### src/rtl/kvf_pkg.sv
// Shared types and constants for the Kalman velocity fusion block.
// Used by the register file, the filter lanes and the top level.
package kvf_pkg;

    localparam int DATA_W        = 32;
    localparam int CFG_W         = 40;
    localparam int VAR_WIDTH_DEF = 40;
    localparam int APB_AW        = 6;
    localparam int APB_DW        = 64;
    localparam int MUL_W         = 34;
    localparam int PROD_W        = 2 * MUL_W;
    localparam int DIV_STEPS     = 32;

    localparam logic [31:0]      RST_TIME_STEP    = 32'd4294967;
    localparam logic [CFG_W-1:0] RST_PVAR_LIN     = 40'd281475;
    localparam logic [CFG_W-1:0] RST_PVAR_ROT     = 40'd7036874;
    localparam logic [CFG_W-1:0] RST_MVAR_X       = 40'd28147498;
    localparam logic [CFG_W-1:0] RST_MVAR_Y       = 40'd28147498;
    localparam logic [CFG_W-1:0] RST_MVAR_ROT     = 40'd281475;

    localparam logic [32:0]       GAIN_ONE   = 33'h1_0000_0000;
    localparam logic [PROD_W-1:0] ROUND_HALF = PROD_W'(64'h8000_0000);

    typedef enum logic [2:0] {
        REG_TIME_STEP = 3'd0,
        REG_PVAR_LIN  = 3'd1,
        REG_PVAR_ROT  = 3'd2,
        REG_MVAR_X    = 3'd3,
        REG_MVAR_Y    = 3'd4,
        REG_MVAR_ROT  = 3'd5
    } t_reg_idx;

    typedef struct packed {
        logic [31:0]      time_step;
        logic [CFG_W-1:0] pvar_lin;
        logic [CFG_W-1:0] pvar_rot;
        logic [CFG_W-1:0] mvar_x;
        logic [CFG_W-1:0] mvar_y;
        logic [CFG_W-1:0] mvar_rot;
    } t_cfg;

    typedef struct packed {
        logic start;
        logic ack;
    } t_lane_ctrl;

    typedef struct packed {
        logic idle;
        logic done;
    } t_lane_stat;

    typedef enum logic [3:0] {
        LS_IDLE,
        LS_PRED,
        LS_XH,
        LS_DIV,
        LS_CMUL,
        LS_CORR,
        LS_VHI,
        LS_VLO,
        LS_DONE
    } t_lane_state;

    typedef enum logic [1:0] {
        MUL_PRED,
        MUL_CORR,
        MUL_VHI,
        MUL_VLO
    } t_mul_sel;

endpackage

### src/rtl/kvf_regs.sv
// APB configuration registers: sample period, process and measurement variances.
// Depends on kvf_pkg for register codes, reset values and the t_cfg struct.
module kvf_regs (
    input  logic                         i_clk,
    input  logic                         i_rst_n,
    input  logic                         psel,
    input  logic                         penable,
    input  logic                         pwrite,
    input  logic [kvf_pkg::APB_AW-1:0]   paddr,
    input  logic [kvf_pkg::APB_DW-1:0]   pwdata,
    output logic [kvf_pkg::APB_DW-1:0]   prdata,
    output logic                         pready,
    output kvf_pkg::t_cfg                o_cfg
);
    import kvf_pkg::*;

    t_cfg     r_cfg;
    t_reg_idx idx;
    logic     wr_en;

    assign idx    = t_reg_idx'(paddr[APB_AW-1:3]);
    assign wr_en  = psel & penable & pwrite;
    assign pready = 1'b1;
    assign o_cfg  = r_cfg;

    always_ff @(posedge i_clk) begin
        if (!i_rst_n) begin
            r_cfg.time_step <= RST_TIME_STEP;
            r_cfg.pvar_lin  <= RST_PVAR_LIN;
            r_cfg.pvar_rot  <= RST_PVAR_ROT;
            r_cfg.mvar_x    <= RST_MVAR_X;
            r_cfg.mvar_y    <= RST_MVAR_Y;
            r_cfg.mvar_rot  <= RST_MVAR_ROT;
        end else if (wr_en) begin
            unique case (idx)
                REG_TIME_STEP: r_cfg.time_step <= pwdata[31:0];
                REG_PVAR_LIN:  r_cfg.pvar_lin  <= pwdata[CFG_W-1:0];
                REG_PVAR_ROT:  r_cfg.pvar_rot  <= pwdata[CFG_W-1:0];
                REG_MVAR_X:    r_cfg.mvar_x    <= pwdata[CFG_W-1:0];
                REG_MVAR_Y:    r_cfg.mvar_y    <= pwdata[CFG_W-1:0];
                REG_MVAR_ROT:  r_cfg.mvar_rot  <= pwdata[CFG_W-1:0];
                default: ;
            endcase
        end
    end

    always_comb begin
        unique case (idx)
            REG_TIME_STEP: prdata = APB_DW'(r_cfg.time_step);
            REG_PVAR_LIN:  prdata = APB_DW'(r_cfg.pvar_lin);
            REG_PVAR_ROT:  prdata = APB_DW'(r_cfg.pvar_rot);
            REG_MVAR_X:    prdata = APB_DW'(r_cfg.mvar_x);
            REG_MVAR_Y:    prdata = APB_DW'(r_cfg.mvar_y);
            REG_MVAR_ROT:  prdata = APB_DW'(r_cfg.mvar_rot);
            default:       prdata = '0;
        endcase
    end

endmodule

### config.mk
export PLATFORM = sky130hd
export DESIGN_NAME = kvf_regs
export DESIGN_NICKNAME = d
export VERILOG_FILES = /design/src/rtl/kvf_pkg.sv /design/src/rtl/kvf_regs.sv
export SDC_FILE = /design/constraint.sdc
export NUM_CORES = 1
export LEC_CHECK = 0
export ABC_AREA = 1
export BUFFER_PORTS_ARGS = -buffer_cell sky130_fd_sc_hd__buf_2
export CAP_MARGIN = 20
export CORE_MARGIN = 2
export CORE_UTILIZATION = 51
export CTS_BUF_LIST = sky130_fd_sc_hd__clkbuf_8 sky130_fd_sc_hd__clkbuf_16
export DETAILED_ROUTE_END_ITERATION = 8
export PLACE_DENSITY = 0.8
export SLEW_MARGIN = 10
export SYNTH_ARGS = -nofsm -noshare
export SYNTH_HDL_FRONTEND = slang
export SYNTH_SLANG_ARGS = --single-unit
### constraint.sdc
create_clock -name i_clk -period 2.9 [get_ports i_clk]
set_clock_uncertainty 0.05 [all_clocks]
set_input_delay 0.87 -clock i_clk [delete_from_list [all_inputs] [get_ports i_clk]]
set_output_delay 0.87 -clock i_clk [all_outputs]
set_load 0.005 [all_outputs]
After elaboration in Yosys (flattened, before gate mapping) --
Index checks and enable logic that the tools add are counted.
Word-level totals: register bits 232, input bits 75, output and inout port bits 297, word-level logic and storage cells 21
Cells by class: eq/ne operators 5, muxes and demuxes 1, bitwise gates (word level) 2, reductions and logical operators 7
Operators by type and width (number):
- $pmux 40 s6 | 1
- $reduce_and 2->1 | 6
- $eq 3x2->1 const B | 2
- $eq 3x3->1 const B | 2
- $eq 3x1->1 const B | 1
- $logic_not 3->1 | 1
- $and 1x1->1 | 2

Longest topological paths before layout --
depth in word-level cells 3, depth in mapped cells 9, gate-level depth less buffers 7

Worst setup path after synthesis --
Ideal clock, no wire load.
path kind input-to-output, from input paddr[3] (netlist bit), to output prdata[0] (netlist bit), arrival time 1.824 ns, setup slack 0.156 ns, stages on the path 8, path buffers 3, path through buf_2 > nor2_2 > nand2_1 > buf_2 > buf_2 > nor2_1 > nor2_1 > nand2_1
Between the ends: cells in the longest elaborated chain, start to end 2
Ends and longest elaborated chain:
- start, declared | line kvf_regs.sv:9 | input logic [kvf_pkg::APB_AW-1:0] paddr,
- $eq 3x3->1 (tied with other cells) | line kvf_regs.sv:48 | unique case (idx)
- $pmux 40 s6 * | line kvf_regs.sv:48
- end, declared | line kvf_regs.sv:11 | output logic [kvf_pkg::APB_DW-1:0] prdata,
Mark *: on every way between the ends. The rest lies on a longest branch, timed or not.

Worst setup path in the final report --
from input paddr[3] (netlist bit), to output prdata[22] (netlist bit)
The elaborated chain is that of the path after synthesis.

==> impl_results.md <==
* Share of cells above drive strength 1 at 0.222
* Clock power frac at 0.444
* Clock sinks at 232
* Number of distinct library cells after synthesis at 18
* Die Y at 153 um
* DR pass1 iterations at 6
* Sequential share of the synthesized area at 0.408
* Worst slew margin at 0.575
* Combinational share of power at 0.110
* Die area at 23500 sq um
* Core area at 21800 sq um
* Slew Viols, Final at 0
* Post-Syn Area at roughly 11000 sq um
* Max FFs per register at 232
* Total number of vias at 13200
* Hold Crit Depth at 2
* Largest net degree at the start of global routing at 60
* Minimum clock period at 2860 ps
* Mapped Cells at 1813
* DP Worst Slack at -70.3 ps
* Nets at 2182
* Maximum VDD drop at 0.470 mV
* Pwr dens at 502 nW/um^2
* # H-tree levels at 1
* Internal power at 5450 uW
* Post-detail-place hpwl at 30700 um
* Drt drc at 0
* Global-route wire length before repair at between 60000 and 70000 um
* GRT overflow at 0
* Worst Setup End Kind: output port
* GPL Wtd Cong at 0.934
* Area grow syn2layout at 28.2%
* Synth warn at 0
* Hold wc startpoint: o_cfg[123]$_SDFFE_PN1P_
* Starting Density at 0.521
* Routed len/inst at 18.4 um
* Switching share of power at 0.256
* Setup slack, reg-to-reg at ~2100 ps
* Placed cell count at 2344
* Hold endpoint: o_cfg[123]$_SDFFE_PN1P_
* Fin crit share at 0.985
* Reg2Reg Depth at 2
* Tot GR Track Use at 0.353
* I/O Pins at 372
* Crit path launch type: primary input
* Port-buffer cells at 319
* Status: completed
* Initial drt markers at 1016
* Total Power at 7320 uW
* CP max FO at 11
* CTS Buf Count at 25
* Psw at 1880 uW
* Die Wd at about 150 um
* DR vias/cell at 5.48
* #FFs+latches synth at between 200 and 250
* Worst-margin pin slew at 637 ps
* Vias in the first global route at ~12000
* Fmax at 0.350 GHz
* Min-delay worst type: flop to flop
* Worst-path clk slew at ~60 ps
* Final WS setup at 44.4 ps
* R2R Path Start: o_cfg[18]$_SDFFE_PN1P_
* Layout Cells excl Fill at 2403
* Final setup fails at 0
* Final hold vios at 0
* Routed WL at ~44000 um
* Utilization after layout at 0.668
* Clock Tree Buf Depth at 3
* Static Leakage at 0.00741 uW
* Seq pwr share at 0.446
* Synthesized area per cell at 6.27 sq um
* CTS Hold Bufs at 0
* CTS tree: built
* Worst Path Required at 1980 ps
* Crit Reg-Reg Endpoint: o_cfg[18]$_SDFFE_PN1P_
* Worst-skew pair later-pin latency at 520 ps
* Root buf cell: clkbuf_16
* Critical path class: primary input to output port
* Initial antenna violation count at 0
* Routed Antenna Nets at 0
* Max-cap violations at 0
* Site Rows at 54
* Critical path data arrival time at ~1900 ps
[per-stage QoR]
step	area (sq um)	setup TNS, ps	hold WS [ps]
floorplan	11500	0	424
finish	14600	0	431
detailed placement	13500	-380	418
CTS	14300	0	433
global placement	13500	-197	410
global route	14600	-0.304	456
[power by group through the flow]
| stage | Combinational, uW | Sequential [uW] | Clock (uW) |
|---|---|---|---|
| 2_1_floorplan | 419 | 3330 | 0 |
| 3_3_place_gp | 734 | 3330 | 0 |
| 3_5_place_dp | 744 | 3330 | 0 |
| 4_1_cts | 755 | 3260 | 3270 |
| 5_1_grt | 865 | 3270 | 3380 |
| 6_report | 808 | 3260 | 3250 |
[worst max-delay path: stages]
cell and delay [ps]:
buf_6 130, nor2_4 170, nand2_2 100, buf_12 160, nor2_1 130, nor2_2 70
buf_4 150, nand2_1 50, buf_2 100
[timing repair]
action	CTS	global route
buffers inserted	3	11
setup endpoints to repair	29	36
pin swaps	0	7
resized for setup	6	30
cloned	0	3
[cells in the final DEF, fill, tap and decap left out, types with 2 or more instances in the layout]
cell | netlist | routed
clkinv_2 | 0 | 5
nand3_1 | 226 | 224
inv_1 | 123 | 125
dfxtp_1 | 232 | 232
nor2_1 | 467 | 456
nand3_2 | 2 | 4
nor2_4 | 3 | 11
nor2_2 | 2 | 5
bufinv_16 | 0 | 2
clkbuf_8 | 0 | 8
nand2_2 | 1 | 6
clkbuf_16 | 0 | 28
conb_1 | 2 | 25
buf_6 | 0 | 9
nand2_1 | 482 | 477
o21ai_0 | 8 | 8
nand4_1 | 104 | 104
buf_2 | 58 | 315
buf_4 | 29 | 48
buf_12 | 0 | 24
[metal layers]
layer	vias to the layer above	global-route usage	routed length (um)
li1	6225	-	-
met1	5998	0.405	15400
met2	767	0.597	20900
met3	174	0.0663	4360
met4	0	0.239	3610
met5	-	0	0
[cell families (layout without fill, tap and decap cells)]
group,count (synthesis),after routing,synth area share
and+or+nand+nor,1288,1288,0.478
buffers and inverters,283,569,0.109
DFF,232,232,0.408
AOI/OAI and AO/OA,8,8,0.00352
other,2,26,0.000661
[synthesized netlist by cell type (all sizes together)]
cell    instances  area (sq um)
o21ai           8          40.0
nor2          472          1800
nand4         104           651
inv           127           477
buf           109           591
dfxtp         232          4640
conb            2          7.51
clkbuf         47           176
nand2         483          1820
nand3         229          1170
[layout make-up]
cell class	instances	area, sq um
well taps	280	350
multi-input cells	1321	5660
repair buffers	400	2600
diodes	1	2.50
clock buffers	33	736
flip-flops and latches	232	4640
clock inverters	9	95.1
inverters	127	493
fillers	1936	7250
[worst max-delay path by stage]
stage / depth (start not counted) / start / endpoint
floorplan: 8 / paddr[3] / prdata[0]
global placement: 9 / paddr[3] / prdata[22]
detailed placement: 9 / paddr[3] / prdata[22]
CTS: 10 / paddr[5] / prdata[18]
global route: 9 / paddr[3] / prdata[11]
finish: 9 / paddr[3] / prdata[22]
Power figures use the tool's default switching activity.
